### config.mk
export PLATFORM = sky130hd
export DESIGN_NAME = aspect_fit_letterbox_flat
export DESIGN_NICKNAME = d
export VERILOG_FILES = /design/src/hdl/afl_pkg.sv /design/src/hdl/afl_size_if.sv /design/src/hdl/afl_fit_if.sv /design/src/hdl/afl_out_calc.sv /design/src/hdl/aspect_fit_letterbox.sv /design/src/flat_wrapper.sv
export SDC_FILE = /design/constraint.sdc
export NUM_CORES = 2
export LEC_CHECK = 0
export BUFFER_PORTS_ARGS = -buffer_cell sky130_fd_sc_hd__clkbuf_2
export CORE_ASPECT_RATIO = 0.5
export CORE_MARGIN = 5
export CORE_UTILIZATION = 55
export DETAILED_ROUTE_END_ITERATION = 10
export PLACE_DENSITY = 0.75
export SLEW_MARGIN = 20
export SYNTH_ARGS = -nofsm -noshare
export SYNTH_HDL_FRONTEND = slang
export SYNTH_SLANG_ARGS = --single-unit
### constraint.sdc
create_clock -name clk -period 7 [get_ports clk]
set_clock_uncertainty 0.15 [all_clocks]
set_input_delay 1.4 -clock clk [delete_from_list [all_inputs] [get_ports clk]]
set_output_delay 1.4 -clock clk [all_outputs]
set_load 0.05 [all_outputs]
### src/hdl/afl_pkg.sv
// afl_pkg: widths, aspect mode codes, ratio table and pipeline stage types
// for the aspect fit letterbox block. No dependencies.
`default_nettype none

package afl_pkg;

    localparam int DIM_W          = 15;
    localparam int OFF_W          = 14;
    localparam int MODE_W         = 3;
    localparam int ALIGN_BITS_DEF = 3;

    localparam int Q_W    = 5;
    localparam int PLOG_W = 3;
    localparam int WQ_W   = DIM_W + Q_W;
    localparam int HP_W   = DIM_W + 6;
    localparam int NUM_W  = HP_W + 1;

    localparam int RECIP_SHIFT = 28;
    localparam int RECIP_W     = 26;
    localparam int RECIP_ONE   = 1 << RECIP_SHIFT;
    localparam int PROD_W      = NUM_W + RECIP_W;
    localparam int QUOT_W      = PROD_W - RECIP_SHIFT;

    localparam logic [RECIP_W-1:0] RECIP_18 = RECIP_W'((RECIP_ONE + 18 - 1) / 18);
    localparam logic [RECIP_W-1:0] RECIP_6  = RECIP_W'((RECIP_ONE + 6 - 1) / 6);
    localparam logic [RECIP_W-1:0] RECIP_20 = RECIP_W'((RECIP_ONE + 20 - 1) / 20);
    localparam logic [RECIP_W-1:0] RECIP_54 = RECIP_W'((RECIP_ONE + 54 - 1) / 54);

    localparam logic [MODE_W-1:0] MODE_16_9  = 3'd0;
    localparam logic [MODE_W-1:0] MODE_4_3   = 3'd1;
    localparam logic [MODE_W-1:0] MODE_16_10 = 3'd2;
    localparam logic [MODE_W-1:0] MODE_64_27 = 3'd3;
    localparam logic [MODE_W-1:0] MODE_32_9  = 3'd4;
    localparam logic [MODE_W-1:0] MODE_NOFIT = 3'd5;

    // ratio p:q with p = 2^plog; recip = ceil(2^RECIP_SHIFT / (2q))
    typedef struct packed {
        logic [Q_W-1:0]     q;
        logic [PLOG_W-1:0]  plog;
        logic [RECIP_W-1:0] recip;
        logic               fit;
    } ratio_t;

    typedef struct packed {
        logic [DIM_W-1:0]   sw;
        logic [DIM_W-1:0]   sh;
        ratio_t             ratio;
        logic               fit_en;
        logic [WQ_W-1:0]    prod_wq;
        logic [HP_W-1:0]    prod_hp;
    } stage1_t;

    typedef struct packed {
        logic [DIM_W-1:0]   sw;
        logic [DIM_W-1:0]   sh;
        logic [RECIP_W-1:0] recip;
        logic               fit_en;
        logic               pillar;
        logic [NUM_W-1:0]   num_p;
        logic [DIM_W-1:0]   h_lb;
    } stage2_t;

    typedef struct packed {
        logic [DIM_W-1:0]   sw;
        logic [DIM_W-1:0]   sh;
        logic               fit_en;
        logic               pillar;
        logic [PROD_W-1:0]  prod;
        logic [DIM_W-1:0]   h_lb;
    } stage3_t;

    typedef struct packed {
        logic [DIM_W-1:0] fit_width;
        logic [DIM_W-1:0] fit_height;
        logic [OFF_W-1:0] offset_x;
        logic [OFF_W-1:0] offset_y;
        logic             fit_nonzero;
    } fit_t;

    function automatic ratio_t afl_ratio(input logic [MODE_W-1:0] mode);
        ratio_t r;
        r.q     = 5'd9;
        r.plog  = 3'd4;
        r.recip = RECIP_18;
        r.fit   = 1'b1;
        unique case (mode)
            MODE_4_3:
            begin
                r.q     = 5'd3;
                r.plog  = 3'd2;
                r.recip = RECIP_6;
            end
            MODE_16_10:
            begin
                r.q     = 5'd10;
                r.plog  = 3'd4;
                r.recip = RECIP_20;
            end
            MODE_64_27:
            begin
                r.q     = 5'd27;
                r.plog  = 3'd6;
                r.recip = RECIP_54;
            end
            MODE_32_9:
            begin
                r.q     = 5'd9;
                r.plog  = 3'd5;
                r.recip = RECIP_18;
            end
            MODE_NOFIT:
            begin
                r.fit = 1'b0;
            end
            default:
            begin
                r.q     = 5'd9;
                r.plog  = 3'd4;
                r.recip = RECIP_18;
            end
        endcase
        return r;
    endfunction

endpackage

`default_nettype wire

### src/hdl/afl_size_if.sv
// afl_size_if: valid/ready channel carrying a surface size transaction.
// Depends on afl_pkg.
`default_nettype none

interface afl_size_if
    import afl_pkg::*;
();
    logic             valid;
    logic             ready;
    logic [DIM_W-1:0] surface_width;
    logic [DIM_W-1:0] surface_height;

    modport source (output valid, output surface_width, output surface_height, input ready);
    modport sink   (input valid, input surface_width, input surface_height, output ready);
endinterface

`default_nettype wire

### src/hdl/afl_fit_if.sv
// afl_fit_if: valid/ready channel carrying a fitted rectangle transaction.
// Depends on afl_pkg.
`default_nettype none

interface afl_fit_if
    import afl_pkg::*;
();
    logic             valid;
    logic             ready;
    logic [DIM_W-1:0] fit_width;
    logic [DIM_W-1:0] fit_height;
    logic [OFF_W-1:0] offset_x;
    logic [OFF_W-1:0] offset_y;
    logic             fit_nonzero;

    modport source (output valid, output fit_width, output fit_height, output offset_x,
                    output offset_y, output fit_nonzero, input ready);
    modport sink   (input valid, input fit_width, input fit_height, input offset_x,
                    input offset_y, input fit_nonzero, output ready);
endinterface

`default_nettype wire

### src/hdl/afl_out_calc.sv
// afl_out_calc: final stage logic; quotient select, alignment, clamp, offsets.
// Depends on afl_pkg.
`default_nettype none

module afl_out_calc
    import afl_pkg::*;
#(
    parameter int ALIGN_BITS = ALIGN_BITS_DEF
)(
    input  wire stage3_t s3,
    output fit_t        res
);

    localparam logic [QUOT_W-1:0] MASK_Q = ~(QUOT_W'((1 << ALIGN_BITS) - 1));
    localparam logic [DIM_W-1:0]  MASK_D = ~(DIM_W'((1 << ALIGN_BITS) - 1));

    logic [QUOT_W-1:0] quot;
    logic [QUOT_W-1:0] w_raw;
    logic [QUOT_W-1:0] w_al;
    logic [DIM_W-1:0]  h_raw;
    logic [DIM_W-1:0]  h_al;
    logic [DIM_W-1:0]  w;
    logic [DIM_W-1:0]  h;
    logic [DIM_W-1:0]  dx;
    logic [DIM_W-1:0]  dy;

    always_comb
    begin
        quot  = s3.prod[RECIP_SHIFT +: QUOT_W];
        w_raw = (s3.fit_en && s3.pillar) ? quot : QUOT_W'(s3.sw);
        h_raw = (s3.fit_en && !s3.pillar) ? s3.h_lb : s3.sh;
        w_al  = w_raw & MASK_Q;
        h_al  = h_raw & MASK_D;
        if (w_al > QUOT_W'(s3.sw))
        begin
            w = s3.sw & MASK_D;
        end
        else
        begin
            w = DIM_W'(w_al);
        end
        if (h_al > s3.sh)
        begin
            h = s3.sh & MASK_D;
        end
        else
        begin
            h = h_al;
        end
        dx = s3.sw - w;
        dy = s3.sh - h;
        res.fit_width   = w;
        res.fit_height  = h;
        res.offset_x    = dx[DIM_W-1:1];
        res.offset_y    = dy[DIM_W-1:1];
        res.fit_nonzero = (w != '0) && (h != '0);
    end

endmodule

`default_nettype wire

### src/hdl/aspect_fit_letterbox.sv
// aspect_fit_letterbox: top level; mode register and four-stage fit pipeline.
// Depends on afl_pkg, afl_size_if, afl_fit_if and afl_out_calc.
//
//  channel   dir  handshake    payload
//  size_in   in   valid/ready  surface_width, surface_height
//  fit_out   out  valid/ready  fit_width, fit_height, offset_x, offset_y, fit_nonzero
//  cfg       in   cfg_wr_en    cfg_wr_data (aspect mode)
//
// One transaction per cycle while fit_out does not stall; an accepted one passes s1, s2, s3 and out regs to fit_out.
// Stages: products, compare and numerators, reciprocal multiply, align and output.
// The 22x26 reciprocal multiply sets the critical stage.
// Each stage advances when empty or when the next one advances, so bubbles collapse.
// Reset clears the mode to 16:9 and empties the pipeline.
`default_nettype none

module aspect_fit_letterbox
    import afl_pkg::*;
#(
    parameter int ALIGN_BITS = ALIGN_BITS_DEF
)(
    input  wire                clk,
    input  wire                rst_n,
    input  wire                cfg_wr_en,
    input  wire [MODE_W-1:0]   cfg_wr_data,
    afl_size_if.sink           size_in,
    afl_fit_if.source          fit_out
);

    logic [MODE_W-1:0] aspect_mode_reg;

    logic    s1_valid_reg;
    logic    s2_valid_reg;
    logic    s3_valid_reg;
    logic    out_valid_reg;
    stage1_t s1_reg;
    stage1_t s1_next;
    stage2_t s2_reg;
    stage2_t s2_next;
    stage3_t s3_reg;
    stage3_t s3_next;
    fit_t    out_reg;
    fit_t    out_next;

    logic adv1;
    logic adv2;
    logic adv3;
    logic adv4;

    ratio_t             ratio_in;
    logic [WQ_W:0]      lb_num;
    logic [WQ_W:0]      lb_quot;

    always_comb
    begin
        adv4 = !out_valid_reg || fit_out.ready;
        adv3 = !s3_valid_reg || adv4;
        adv2 = !s2_valid_reg || adv3;
        adv1 = !s1_valid_reg || adv2;
    end

    assign size_in.ready = adv1;

    always_ff @(posedge clk or negedge rst_n)
    begin
        if (!rst_n)
        begin
            aspect_mode_reg <= MODE_16_9;
        end
        else if (cfg_wr_en)
        begin
            aspect_mode_reg <= cfg_wr_data;
        end
    end

    // stage 1: decode ratio, form cross products
    always_comb
    begin
        ratio_in        = afl_ratio(aspect_mode_reg);
        s1_next.sw      = size_in.surface_width;
        s1_next.sh      = size_in.surface_height;
        s1_next.ratio   = ratio_in;
        s1_next.fit_en  = ratio_in.fit && (size_in.surface_width != '0)
                          && (size_in.surface_height != '0);
        s1_next.prod_wq = WQ_W'(size_in.surface_width) * WQ_W'(ratio_in.q);
        s1_next.prod_hp = HP_W'(size_in.surface_height) << ratio_in.plog;
    end

    // stage 2: pick pillarbox or letterbox, build numerators
    always_comb
    begin
        lb_num          = {s1_reg.prod_wq, 1'b0} + ((WQ_W + 1)'(1) << s1_reg.ratio.plog);
        lb_quot         = lb_num >> (s1_reg.ratio.plog + PLOG_W'(1));
        s2_next.sw      = s1_reg.sw;
        s2_next.sh      = s1_reg.sh;
        s2_next.recip   = s1_reg.ratio.recip;
        s2_next.fit_en  = s1_reg.fit_en;
        s2_next.pillar  = HP_W'(s1_reg.prod_wq) >= s1_reg.prod_hp;
        s2_next.num_p   = {s1_reg.prod_hp, 1'b0} + NUM_W'(s1_reg.ratio.q);
        s2_next.h_lb    = DIM_W'(lb_quot);
    end

    // stage 3: divide by 2q through reciprocal multiply
    always_comb
    begin
        s3_next.sw     = s2_reg.sw;
        s3_next.sh     = s2_reg.sh;
        s3_next.fit_en = s2_reg.fit_en;
        s3_next.pillar = s2_reg.pillar;
        s3_next.prod   = PROD_W'(s2_reg.num_p) * PROD_W'(s2_reg.recip);
        s3_next.h_lb   = s2_reg.h_lb;
    end

    afl_out_calc #(
        .ALIGN_BITS (ALIGN_BITS)
    ) u_out_calc (
        .s3  (s3_reg),
        .res (out_next)
    );

    always_ff @(posedge clk or negedge rst_n)
    begin
        if (!rst_n)
        begin
            s1_valid_reg  <= 1'b0;
            s2_valid_reg  <= 1'b0;
            s3_valid_reg  <= 1'b0;
            out_valid_reg <= 1'b0;
        end
        else
        begin
            if (adv1)
            begin
                s1_valid_reg <= size_in.valid;
            end
            if (adv2)
            begin
                s2_valid_reg <= s1_valid_reg;
            end
            if (adv3)
            begin
                s3_valid_reg <= s2_valid_reg;
            end
            if (adv4)
            begin
                out_valid_reg <= s3_valid_reg;
            end
        end
    end

    always_ff @(posedge clk)
    begin
        if (adv1 && size_in.valid)
        begin
            s1_reg <= s1_next;
        end
        if (adv2 && s1_valid_reg)
        begin
            s2_reg <= s2_next;
        end
        if (adv3 && s2_valid_reg)
        begin
            s3_reg <= s3_next;
        end
        if (adv4 && s3_valid_reg)
        begin
            out_reg <= out_next;
        end
    end

    assign fit_out.valid       = out_valid_reg;
    assign fit_out.fit_width   = out_reg.fit_width;
    assign fit_out.fit_height  = out_reg.fit_height;
    assign fit_out.offset_x    = out_reg.offset_x;
    assign fit_out.offset_y    = out_reg.offset_y;
    assign fit_out.fit_nonzero = out_reg.fit_nonzero;

    a_accept_fills_s1: assert property (@(posedge clk) disable iff (!rst_n)
        (size_in.valid && size_in.ready) |=> s1_valid_reg)
        else $error("accepted transaction did not reach stage 1");

    a_s3_hold: assert property (@(posedge clk) disable iff (!rst_n)
        (s3_valid_reg && !adv4) |=> (s3_valid_reg && $stable(s3_reg)))
        else $error("stage 3 changed while stalled");

    a_out_aligned: assert property (@(posedge clk) disable iff (!rst_n)
        out_valid_reg |-> (((out_reg.fit_width | out_reg.fit_height)
                            & DIM_W'((1 << ALIGN_BITS) - 1)) == '0))
        else $error("fitted size not aligned");

    a_nonzero_flag: assert property (@(posedge clk) disable iff (!rst_n)
        out_valid_reg |-> (out_reg.fit_nonzero
                           == ((out_reg.fit_width != '0) && (out_reg.fit_height != '0))))
        else $error("nonzero flag disagrees with fitted size");

endmodule

`default_nettype wire

### src/flat_wrapper.sv
// flat-port wrapper written by rule: the top's interface ports become plain ports
module aspect_fit_letterbox_flat import afl_pkg::*;
#(
    parameter int ALIGN_BITS = ALIGN_BITS_DEF
)
  (clk, rst_n, cfg_wr_en, cfg_wr_data, size_in_valid, size_in_surface_width, size_in_surface_height, size_in_ready, fit_out_valid, fit_out_fit_width, fit_out_fit_height, fit_out_offset_x, fit_out_offset_y, fit_out_fit_nonzero, fit_out_ready);
  afl_size_if size_in_i ();
  afl_fit_if fit_out_i ();
  input  wire clk;
  input  wire rst_n;
  input  wire cfg_wr_en;
  input  wire [MODE_W-1:0] cfg_wr_data;
  input wire logic [$bits(size_in_i.valid)-1:0] size_in_valid;
  input wire logic [$bits(size_in_i.surface_width)-1:0] size_in_surface_width;
  input wire logic [$bits(size_in_i.surface_height)-1:0] size_in_surface_height;
  output wire logic [$bits(size_in_i.ready)-1:0] size_in_ready;
  output wire logic [$bits(fit_out_i.valid)-1:0] fit_out_valid;
  output wire logic [$bits(fit_out_i.fit_width)-1:0] fit_out_fit_width;
  output wire logic [$bits(fit_out_i.fit_height)-1:0] fit_out_fit_height;
  output wire logic [$bits(fit_out_i.offset_x)-1:0] fit_out_offset_x;
  output wire logic [$bits(fit_out_i.offset_y)-1:0] fit_out_offset_y;
  output wire logic [$bits(fit_out_i.fit_nonzero)-1:0] fit_out_fit_nonzero;
  input wire logic [$bits(fit_out_i.ready)-1:0] fit_out_ready;
  assign size_in_i.valid = size_in_valid;
  assign size_in_i.surface_width = size_in_surface_width;
  assign size_in_i.surface_height = size_in_surface_height;
  assign size_in_ready = size_in_i.ready;
  assign fit_out_valid = fit_out_i.valid;
  assign fit_out_fit_width = fit_out_i.fit_width;
  assign fit_out_fit_height = fit_out_i.fit_height;
  assign fit_out_offset_x = fit_out_i.offset_x;
  assign fit_out_offset_y = fit_out_i.offset_y;
  assign fit_out_fit_nonzero = fit_out_i.fit_nonzero;
  assign fit_out_i.ready = fit_out_ready;
  aspect_fit_letterbox #(.ALIGN_BITS(ALIGN_BITS)) u_core (.clk(clk), .rst_n(rst_n), .cfg_wr_en(cfg_wr_en), .cfg_wr_data(cfg_wr_data), .size_in(size_in_i), .fit_out(fit_out_i));
endmodule
Word level (Yosys, flattened, before mapping) --
Cells that the tools add are included.
Storage, ports and cells: register bits after elaboration 362, input port bits 38, output and inout port bits 61, word-level logic and storage cells 77
Cells by class: $add $sub $neg 5, multiply operators 2, order comparisons 3, equal/unequal tests 5, shift-type cells 3, muxes and demuxes 6, reductions and logical operators 22
Operator list (count):
- $pmux W34 S4 | 1
- $reduce_bool A15 Y1 | 4
- $mul A22 B26 Y48 | 1
- $mux W15 | 3
- $sub A15 B15 Y15 | 2
- $add A22 B5 Y22 | 1
- $add A21 B21 Y21 | 1
- $ge A20 B21 Y1 | 1
- $shl A1 B3 Y21 const A | 1
- $shl A15 B3 Y21 | 1
- $shr A21 B3 Y15 | 1
- $gt A20 B15 Y1 | 1
- $mul A15 B5 Y20 | 1
- $mux W20 | 1
- $gt A15 B15 Y1 | 1
- $logic_and A1 B1 Y1 | 9
- $eq A3 B2 Y1 const B | 2
- $eq A3 B3 Y1 const B | 2
- $logic_not A1 Y1 | 5
- $logic_or A1 B1 Y1 | 4
- $add A3 B1 Y3 const B | 1
- $eq A3 B1 Y1 const B | 1
- $mux W1 | 1

Longest topological paths before layout --
depth after elaboration 7, mapped depth 29, mapped depth without buffers 27

Modules after synthesis --
A second synthesis with hierarchy kept.
Second synthesis, totals: cell total of the unflattened synthesis 3241, area total of the unflattened synthesis 34149.0 sq um
By module, submodules not included:
- aspect_fit_letterbox | instances 1, cells an instance 2830, area an instance 31422.6 sq um, sequential area each 9814.4 sq um
- afl_out_calc | instances 1, cells an instance 411, area an instance 2726.4 sq um, sequential area each 0.0 sq um

Least setup slack after synthesis --
No wires, ideal clock.
kind register to register, start register u_core.s2_reg[15] (netlist name), end register u_core.s3_reg[62] (netlist name), data pin, setup time 0.260 ns, data arrival time 6.738 ns, data required time 6.590 ns, path slack -0.147 ns, cell stages (with the launch flop) 28, path buffers 2, clock period less this slack 7.147 ns, path through edfxtp_1 > clkbuf_1 > clkbuf_1 > nand2_1 > fa_1 > inv_1 > fa_1 > inv_1 > fa_1 > inv_1 > fa_1 > fa_1 > fa_1 > inv_1 > fa_1 > inv_1 > ha_1 > a21oi_1 > o221ai_1 > a211oi_1 > nand4_1 > a41oi_1 > a21oi_1 > a21oi_1 > o211ai_1 > a31o_2 > a21oi_1 > xnor2_1
RTL lines:
- start, declared | line aspect_fit_letterbox.sv:37 | stage2_t s2_reg;
- start signal, assigned | line aspect_fit_letterbox.sv:158 | s2_reg <= s2_next;
- end signal, assigned | line aspect_fit_letterbox.sv:162 | s3_reg <= s3_next;
- end, declared | line aspect_fit_letterbox.sv:39 | stage3_t s3_reg;

==> flow_metrics.env <==
export IMPL_nFillCells=4356
export IMPL_setup_viol=12
export IMPL_routabilityCongestion=1.02
export IMPL_violations="negative setup slack"
export IMPL_ys_types=70
export IMPL_grtUsageTotal_pct=26.9
export IMPL_maxCapViolCount=0
export IMPL_dpl_worst_slack_ns=-0.631
export IMPL_antenna_found_initial=1
export IMPL_worst_slew_pin_slew_ns=1.10
export IMPL_multi_input_area_sq_mm=0.0196
export IMPL_cts_hold_buf=0
export IMPL_design_area_sq_mm=0.0351
export IMPL_min_period_over_period_pct=103
export IMPL_critical_path_slowest_cell="fa_1"
export IMPL_wl_per_cell_microns=20.3
export IMPL_diodes=0
export IMPL_drcViolationCount=0
export IMPL_synth_seq_cells=285
export IMPL_clk_latency_ns=0.55
export IMPL_seqCellArea_sq_mm=0.00852
export IMPL_die_w_microns=344
export IMPL_synth_edf_count=278
export IMPL_fmax_mhz=138
export IMPL_cp_buffers_inverters=5
export IMPL_drive_above_1_share_pct=16.3
export IMPL_die_area_sq_mm=0.0608
export IMPL_grt_pass1_vias=22583
export IMPL_maxSlewHeadroom_pct=26.2
export IMPL_hold_class="reg2reg"
export IMPL_path_class="reg2reg"
export IMPL_ys_seq_area_share_pct=27.8
export IMPL_status="complete, but fails checks"
export IMPL_nets=3986
export IMPL_clk_pin_slew_worst_paths_ns=0.07
export IMPL_io_buffers=92
export IMPL_h_tree_depth=1
export IMPL_cp_data_arrival_time_ns=7.38
export IMPL_vias_per_cell=5.39
export IMPL_syn_area_sq_mm=0.0306
export IMPL_largest_reg_flops=86
export IMPL_ant_nets=0
export IMPL_start_kind="flop"
export IMPL_vias=21314
export IMPL_cpMostUsedCell="fa_1"
export IMPL_crit_family="adder cells"
export IMPL_dr_pass1_iters=6
export IMPL_core_area_sq_mm=0.0553
export IMPL_synth_main_ff_cell="edfxtp_1"
export IMPL_cts_root_buf="clkbuf_16"
export IMPL_slowest_delay_ns=0.57
export IMPL_worst_slack_ns=-0.242
export IMPL_clockBufferDepth=3
export IMPL_synthArstFlopShare_pct=2.46
export IMPL_synth_warnings=0
export IMPL_drt_iter0_drc=1744
export IMPL_area_delta_synth_final_pct=14.7
export IMPL_synthCells=2847
export IMPL_ioPinCount=99
export IMPL_cts_made_buffers=29
export IMPL_start_util_pct=55.4
export IMPL_cts_tree="done"
export IMPL_gr_total_overflow=0
export IMPL_die_h_microns=177
export IMPL_rsz0062_at_grt="yes"
export IMPL_grt_max_degree=86
export IMPL_critPathMaxFanout=9
export IMPL_std_cell_rows=61
export IMPL_period_minus_slack_ns=7.24
export IMPL_drv_slew=0
export IMPL_cp_end_kind="flop"
export IMPL_postPlaceCellArea_sq_mm=0.0338
export IMPL_grt_first_pass_wirelength_microns=125000
export IMPL_synth_area_per_cell_sq_um=10.8
export IMPL_wirelength_microns=80300
export IMPL_numClockSinks=285
export IMPL_cp_required_ns=7.13
export IMPL_hpwlAfterDp_microns=66700
export IMPL_final_hold_viol_count=0
path summary, 6_finish.rpt:
check	to	depth (start not counted)	slack [ns]	start
max	u_core.s3_reg[62]	25	-0.24	u_core.s2_reg[55]
min	u_core.s2_reg[82]	0	0.27	u_core.s1_reg[94]
min in group asynchronous	u_core.aspect_mode_reg[1]	1	0.57	rst_n
max in group asynchronous	u_core.s1_valid_reg	1	5.89	rst_n
min reg2reg	u_core.s2_reg[82]	0	0.27	u_core.s1_reg[94]
max reg2reg	u_core.s3_reg[62]	25	-0.24	u_core.s2_reg[55]
kinds of logic (layout without fill, tap and decap cells):
logic type               count (synthesis)  count (layout)  share of synthesized area, %
AND/OR/NAND/NOR                        656             656                          11.1
flip-flops                             285             285                          27.8
adder cells (fa/ha/maj)                773             773                          42.3
AO/OA/AOI/OAI                          263             263                          5.55
other                                    1               8                        0.0122
multiplexers                            51              51                          1.76
XOR/XNOR                                75              75                          2.14
buffers and inverters                  743            1087                          9.29
per-stage QoR:
step | util (%) | setup TNS (ns) | instances | hold WS (ns)
2_1_floorplan | - | 0 | 2854 | 0.250
3_3_place_gp | 61.1 | -4.92 | 3886 | 0.251
3_5_place_dp | 61.1 | -5.90 | 3886 | 0.255
4_1_cts | 63.0 | -0.604 | 3944 | 0.268
5_1_grt | 63.5 | -4.58 | 3954 | 0.272
6_report | 63.5 | -1.57 | 3954 | 0.269
cell usage after synthesis, types with 5 or more instances:
master    count  area share [%]
a21oi_1      69             1.1
ha_1        336              14
o21a_1       10            0.25
nand3_1      19            0.31
mux2i_1      29            0.95
dfrtp_1       7            0.57
a211o_1       5            0.14
nand2b_1     14            0.29
and2_2        5            0.12
o21ai_0      69             1.1
xor2_1       18            0.51
inv_1       657             8.0
nand4_1      19            0.39
edfxtp_1    278              27
o311ai_0      5            0.14
o21bai_1      8            0.20
and3_1       22            0.45
and2_1      219             4.5
xnor2_1      57             1.6
buf_4         7            0.17
nor2b_1      31            0.63
fa_1        437              29
mux2_2       22            0.81
a21o_1       29            0.71
clkbuf_1     66            0.81
nor3_1       28            0.46
nand2_1     179             2.2
nor2_1       86             1.1
o211ai_1     12            0.29
a211oi_1     14            0.34
nor4_1       19            0.39
timing repair:
item | 4_1_cts | 5_1_grt
setup endpoints to repair | 13 | 15
pin swaps | 18 | 29
setup buffers | 4 | 11
endpoints found under the hold margin | 0 | 0
resized for setup | 32 | 55
cell type report:
type	instances	area share [%]
Multi-Input combinational cell	1826	55.7
Sequential cell	285	24.3
Timing Repair Buffer	371	7.71
Inverter	662	7.08
Tap cell	756	2.69
Clock buffer	33	2.11
Clock inverter	21	0.466
layer usage:
| layer | vias up | wire (microns) | part of all wire (%) | GRT usage [%] |
|---|---|---|---|---|
| li1 | 9727 | - | - | - |
| met1 | 10667 | 33700 | 42 | 36.1 |
| met2 | 761 | 37400 | 47 | 44.8 |
| met3 | 157 | 6460 | 8.0 | 5.69 |
| met4 | 2 | 2770 | 3.4 | 7.52 |
| met5 | - | 13 | 0.016 | 0 |
cell usage in the layout (no fill, tap or decap), drive strengths merged, types with 31 or more instances in the layout:
cell | netlist | final
edfxtp | 278 | 278
xnor2 | 57 | 57
fa | 437 | 437
ha | 336 | 336
o21ai | 69 | 69
nor2 | 86 | 86
a21oi | 69 | 69
and2 | 224 | 224
inv | 658 | 662
buf | 13 | 279
clkbuf | 67 | 125
nor2b | 31 | 31
nand2 | 179 | 179
Power is not shown: default switching activity piles up to over one toggle a cycle in this logic, so the estimate is an artifact.
